File: config.mk
export PLATFORM = sky130hd
export DESIGN_NAME = sbf_hash
export DESIGN_NICKNAME = d
export VERILOG_FILES = /design/src/design/sbf_pkg.sv /design/src/design/sbf_hash.sv
export SDC_FILE = /design/constraint.sdc
export NUM_CORES = 2
export LEC_CHECK = 0
export BUFFER_PORTS_ARGS = -buffer_cell sky130_fd_sc_hd__buf_2
export CORE_MARGIN = 8
export CORE_UTILIZATION = 38
export CTS_CLUSTER_DIAMETER = 30
export DETAILED_ROUTE_END_ITERATION = 16
export PLACE_DENSITY = 0.67
export SYNTH_ARGS = -nofsm -noshare
export SYNTH_HDL_FRONTEND = slang
export SYNTH_SLANG_ARGS = --single-unit
File: constraint.sdc
create_clock -name i_clk -period 10.9 [get_ports i_clk]
set_input_delay 1.635 -clock i_clk [delete_from_list [all_inputs] [get_ports i_clk]]
set_output_delay 1.635 -clock i_clk [all_outputs]
set_load 0.02 [all_outputs]
File: src/design/sbf_pkg.sv
// ----------------------------------------------------------------------------
// sbf_pkg: shared definitions for the sectorized Bloom filter
// Hash constants, the hash unit's step table, register map and state types.
// ----------------------------------------------------------------------------
package sbf_pkg;

    // Default number of sector index bits (store depth is 2**this).
    localparam int SECTOR_COUNT_LOG2 = 12;
    localparam int KEY_BYTES         = 20;

    // One sector of the store and the width of a bit position inside it.
    localparam int SECTOR_BITS = 512;
    localparam int POS_W       = 9;

    localparam logic [63:0] HASH_SEED = 64'h59f2815b16f81798;
    localparam logic [63:0] PR1 = 64'h9E3779B185EBCA87;
    localparam logic [63:0] PR2 = 64'hC2B2AE3D27D4EB4F;
    localparam logic [63:0] PR3 = 64'h165667B19E3779F9;
    localparam logic [63:0] PR4 = 64'h85EBCA77C2B2AE63;
    localparam logic [63:0] PR5 = 64'h27D4EB2F165667C5;

    localparam logic [4:0] PROBE_MIN = 5'd4;
    localparam logic [4:0] PROBE_MAX = 5'd16;

    // Register map, selected by address bit 2.
    localparam logic REG_PROBE_COUNT = 1'b0;
    localparam logic REG_SECTOR_BITS = 1'b1;

    // Operation that follows each 64-bit multiply of the hash sequence.
    typedef enum logic [2:0] {
        P_XROT31,
        P_HMIX27,
        P_ADD4_LDB,
        P_ADD4_LDC,
        P_HMIX23,
        P_ADD3_AV33,
        P_AV29,
        P_AV32
    } t_post;

    typedef struct packed {
        logic        use_h;
        logic [63:0] mult;
        t_post       post;
    } t_step;

    localparam logic [3:0] HASH_LAST_STEP = 4'd9;

    typedef enum logic [2:0] {
        ST_IDLE,
        ST_H1,
        ST_H2,
        ST_READ,
        ST_LOAD,
        ST_PROBE,
        ST_WRITE,
        ST_FINISH
    } t_state;

    function automatic logic [63:0] rotl64(input logic [63:0] v, input int unsigned r);
        return (v << r) | (v >> (64 - r));
    endfunction

    // Multiply sequence of one hash of the 20-byte key.
    function automatic t_step step_info(input logic [3:0] step);
        t_step s;
        s = '{use_h: 1'b0, mult: PR1, post: P_AV32};
        case (step)
            4'd0: s = '{use_h: 1'b0, mult: PR2, post: P_XROT31};
            4'd1: s = '{use_h: 1'b0, mult: PR1, post: P_HMIX27};
            4'd2: s = '{use_h: 1'b1, mult: PR1, post: P_ADD4_LDB};
            4'd3: s = '{use_h: 1'b0, mult: PR2, post: P_XROT31};
            4'd4: s = '{use_h: 1'b0, mult: PR1, post: P_HMIX27};
            4'd5: s = '{use_h: 1'b1, mult: PR1, post: P_ADD4_LDC};
            4'd6: s = '{use_h: 1'b0, mult: PR1, post: P_HMIX23};
            4'd7: s = '{use_h: 1'b1, mult: PR2, post: P_ADD3_AV33};
            4'd8: s = '{use_h: 1'b1, mult: PR2, post: P_AV29};
            4'd9: s = '{use_h: 1'b1, mult: PR3, post: P_AV32};
            default: s = '{use_h: 1'b1, mult: PR3, post: P_AV32};
        endcase
        return s;
    endfunction

endpackage

File: src/design/sbf_hash.sv
// ----------------------------------------------------------------------------
// sbf_hash: sequential 64-bit key hash unit
// Runs the ten 64-bit multiplies of one key hash on a shared 32x32 multiplier,
// three partial products per multiply.
// ----------------------------------------------------------------------------
module sbf_hash (
    input  logic        i_clk,
    input  logic        i_rst_n,
    input  logic        i_start,
    input  logic        i_new_key,
    input  logic [63:0] i_seed,
    input  logic [63:0] i_key_a,
    input  logic [63:0] i_key_b,
    input  logic [31:0] i_key_c,
    output logic        o_done,
    output logic [63:0] o_hash
);

    logic        r_busy;
    logic        r_done;
    logic [3:0]  r_step;
    logic [1:0]  r_phase;
    logic [63:0] r_a;
    logic [63:0] r_b;
    logic [31:0] r_c;
    logic [63:0] r_x;
    logic [63:0] r_h;
    logic [63:0] r_acc;

    sbf_pkg::t_step st;
    logic [63:0] op;
    logic [31:0] mul_a;
    logic [31:0] mul_b;
    logic [63:0] prod;
    logic [63:0] sum;
    logic [63:0] tmp;
    logic [63:0] n_x;
    logic [63:0] n_h;

    // Partial product selection: low*low, then the two cross terms.
    always_comb begin
        st = sbf_pkg::step_info(r_step);
        op = st.use_h ? r_h : r_x;
        case (r_phase)
            2'd0: begin
                mul_a = op[31:0];
                mul_b = st.mult[31:0];
            end
            2'd1: begin
                mul_a = op[31:0];
                mul_b = st.mult[63:32];
            end
            default: begin
                mul_a = op[63:32];
                mul_b = st.mult[31:0];
            end
        endcase
        prod = mul_a * mul_b;
        sum  = (r_phase == 2'd0) ? prod : r_acc + {prod[31:0], 32'b0};
    end

    // Operation applied to the finished product.
    always_comb begin
        n_x = r_x;
        n_h = r_h;
        tmp = '0;
        case (st.post)
            sbf_pkg::P_XROT31: n_x = sbf_pkg::rotl64(sum, 31);
            sbf_pkg::P_HMIX27: n_h = sbf_pkg::rotl64(r_h ^ sum, 27);
            sbf_pkg::P_ADD4_LDB: begin
                n_h = sum + sbf_pkg::PR4;
                n_x = r_b;
            end
            sbf_pkg::P_ADD4_LDC: begin
                n_h = sum + sbf_pkg::PR4;
                n_x = {32'b0, r_c};
            end
            sbf_pkg::P_HMIX23: n_h = sbf_pkg::rotl64(r_h ^ sum, 23);
            sbf_pkg::P_ADD3_AV33: begin
                tmp = sum + sbf_pkg::PR3;
                n_h = tmp ^ (tmp >> 33);
            end
            sbf_pkg::P_AV29: n_h = sum ^ (sum >> 29);
            default: n_h = sum ^ (sum >> 32);
        endcase
    end

    // Sequencer control.
    always_ff @(posedge i_clk) begin
        if (!i_rst_n) begin
            r_busy  <= 1'b0;
            r_done  <= 1'b0;
            r_step  <= '0;
            r_phase <= '0;
        end else begin
            r_done <= 1'b0;
            if (i_start) begin
                r_busy  <= 1'b1;
                r_step  <= '0;
                r_phase <= '0;
            end else if (r_busy) begin
                if (r_phase != 2'd2) begin
                    r_phase <= r_phase + 2'd1;
                end else begin
                    r_phase <= '0;
                    if (r_step == sbf_pkg::HASH_LAST_STEP) begin
                        r_busy <= 1'b0;
                        r_done <= 1'b1;
                    end else begin
                        r_step <= r_step + 4'd1;
                    end
                end
            end
        end
    end

    // Datapath registers.
    always_ff @(posedge i_clk) begin
        if (i_start) begin
            if (i_new_key) begin
                r_a <= i_key_a;
                r_b <= i_key_b;
                r_c <= i_key_c;
            end
            r_x <= i_new_key ? i_key_a : r_a;
            r_h <= i_seed + sbf_pkg::PR5 + 64'(sbf_pkg::KEY_BYTES);
        end else if (r_busy) begin
            if (r_phase != 2'd2) begin
                r_acc <= sum;
            end else begin
                r_x <= n_x;
                r_h <= n_h;
            end
        end
    end

    assign o_done = r_done;
    assign o_hash = r_h;

endmodule

==> metrics.yaml <==
cp.required_ns: 11.31
dp_hpwl_um: 241000
routabilityCongestion: 1.05
dieArea_um2: 169000
port_buffers: 292
min_path_type: "flop to flop"
cts_root_buffer: "clkbuf_16"
setup_slack_ns: 0.152
clock_latency_ns: 0.66
async_reset_ff_share_pct: 0
synthesis.instances: 6563
yosys-top-cells-area: "fa_1 30%, edfxtp_1 18%, inv_1 7.2%"
yosys.area.top_type: "fa_1"
first_pass_iters: 6
vias: 55500
cts_buffer_depth: 3
drt_wl_total_um: 288000
core.rowCount: 145
synth_top_area_share_pct: 29.8
arrival_ns: 11.16
syn_area_per_cell_um2: 9.04
post-route-period-util_pct: 98.6
die_width_um: 411
gr-usage-all-layers_pct: 33.3
syn_nets: 7994
timing.fmax_mhz: 93.0
drv_slew: 0
finalHoldViolCount: 0
cts_tree: "done"
cp_common_cell: "buf_4"
start_util_pct: 38.1
synth_seq_cells: 370
drt-initial-drc-count: 5453
whs_ns: 0.568
instances_no_fill: 9874
synth_cell_type_count: 134
die_h_um: 411
post_drt_via_cell_ratio: 5.62
nFillCells: 15000
ant_nets: 0
synth_seq_area_share_pct: 18.4
syn_area_um2: 59300
cts.sinks: 370
final-seq-area_um2: 10900
ys.flop_type: "edfxtp_1"
ioPinCount: 293
cts_max_level: 3
setup_viol: 0
fin_tns_setup_ns: 0
fin_nets: 9180
cts_buffers: 75
area_growth_pct: 27.8
multiInputGateArea_um2: 44300
end_kind: "flop"
worst_pin_slew_ns: 1.37
drc: 0
slowest_delay_ns: 0.61
synth_edf_count: 352
antenna_found_initial: 6
routedWlPerCell_um: 29.2
drive_gt1_share_pct: 26.9
max_cap_violations: 0
path_clk_slew_ns: 0.05
startpoint_type: "flop"
max_slew_margin_pct: 8.81
synth_warnings: 0
core_um2: 156000
grt_pass1_wl_um: 410000
post-place-ws_ns: -0.980
overflow: 0
rsz0062_at_grt: "yes"
grt_max_degree: 151
period_minus_slack_ns: 10.75
dp_cells: 9648
critPathSlowestCell: "fa_2"
critical_path.max_fanout: 11
grt_pass1_vias: 57700
status: "finished clean"
skew_ns: 0.0298
crit_type: "flop to flop"
==> per-layer routing <==
layer | vias to the layer above | wire length, um | track usage [%]
li1 | 24100 | - | -
met1 | 27700 | 111000 | 41.9
met2 | 2962 | 132000 | 54.6
met3 | 720 | 23200 | 5.44
met4 | 6 | 20900 | 18.3
met5 | - | 39 | 0
==> worst max-delay path: cells and delay by family (launching register included) <==
kind	cells	cell delay (ns)
DFF	1	0.40
adders and majority gates	9	4.60
AOI/OAI and AO/OA	7	1.27
buffers and inverters	15	1.92
and+or+nand+nor	8	1.98
muxes	1	0.33
==> layout by cell type, fill, tap and decap left out, drive strengths merged, types with 19 or more instances in the layout <==
cell / netlist / final
buf: 75 / 1441
inv: 1146 / 1162
fa: 884 / 884
nand2: 693 / 693
nor2: 556 / 556
edfxtp: 352 / 352
a21oi: 339 / 339
ha: 319 / 319
o21ai: 315 / 315
xnor2: 232 / 232
mux2: 97 / 97
nor3: 96 / 96
mux2i: 93 / 93
clkbuf: 262 / 87
xor2: 72 / 72
nand3: 71 / 71
a31oi: 67 / 67
a211oi: 60 / 60
a21o: 58 / 58
o21a: 58 / 58
nand4: 41 / 41
o211ai: 40 / 40
a221oi: 40 / 40
and2: 39 / 39
and3: 38 / 38
clkinv: 9 / 32
o221ai: 31 / 31
or3: 30 / 30
o31ai: 28 / 28
nand2b: 26 / 26
o22ai: 25 / 25
nor4: 25 / 25
a211o: 24 / 24
o21bai: 23 / 23
or2: 19 / 19
==> path summary, 6_finish.rpt <==
kind / end / slack [ns] / depth (start not counted) / startpoint
min: r_a[30] / 0.57 / 1 / r_a[30]
max: o_hash[63] / 0.15 / 40 / st[67]
min reg2reg: r_a[30] / 0.57 / 1 / r_a[30]
max reg2reg: o_hash[63] / 0.15 / 40 / st[67]
==> per-stage QoR <==
step           utilization [%]  area, um2
6_report                  48.7      75800
5_1_grt                   48.7      75800
4_1_cts                   47.3      73600
3_5_place_dp              45.4      70700
3_3_place_gp              45.4      70700
2_1_floorplan                -      59300
==> synth_stat cells, types with 25 or more instances <==
cell         n
inv_1     1130
fa_1       884
nand2_1    691
nor2_1     554
edfxtp_1   352
a21oi_1    333
ha_1       319
o21ai_0    281
clkbuf_1   261
xnor2_1    232
mux2_2      96
nor3_1      92
mux2i_1     89
xor2_1      72
nand3_1     69
a31oi_1     66
a21o_1      57
o21a_1      57
a211oi_1    54
nand4_1     41
buf_2       39
and3_1      38
o211ai_1    37
and2_1      36
a221oi_1    35
o21ai_1     32
o221ai_1    30
or3_1       30
buf_1       28
nand2b_1    26
nor4_1      25
==> registers in the layout, summed over array words and instances, names as in the netlist <==
signal	count
o_done	1
o_hash	64
r_a	64
r_acc	64
r_b	64
r_busy	1
r_c	32
r_phase	2
r_step	4
r_x	64
st	10
==> kinds of logic after synthesis <==
logic type | count (synthesis) | synth area share, %
and+or+nand+nor | 1703 | 12.6
AOI/OAI and AO/OA | 1299 | 14.8
xor gates and xnor gates | 305 | 4.53
adders and majority gates | 1203 | 36.6
buffers and inverters | 1492 | 9.60
DFF | 370 | 18.4
muxes | 191 | 3.49
==> cell type report <==
class                   count  share of cell area (%)
multi-input cells        4701                    58.5
repair buffers           1446                    14.5
clock buffers              82                    2.54
inverters                1155                    5.76
diodes                      4                  0.0132
well taps                2058                    3.40
clock inverters            58                   0.929
flip-flops and latches    370                    14.4
==> timing repair <==
item                                    CTS  global route
cloned                                    0             5
hold buffers                              0             0
resized for setup                        60           374
buffers inserted                          4            74
endpoints found under the setup margin   43            59
pin swaps                                 5           110
Power is not shown: default switching activity piles up to over one toggle a cycle in this logic, so the estimate is an artifact.
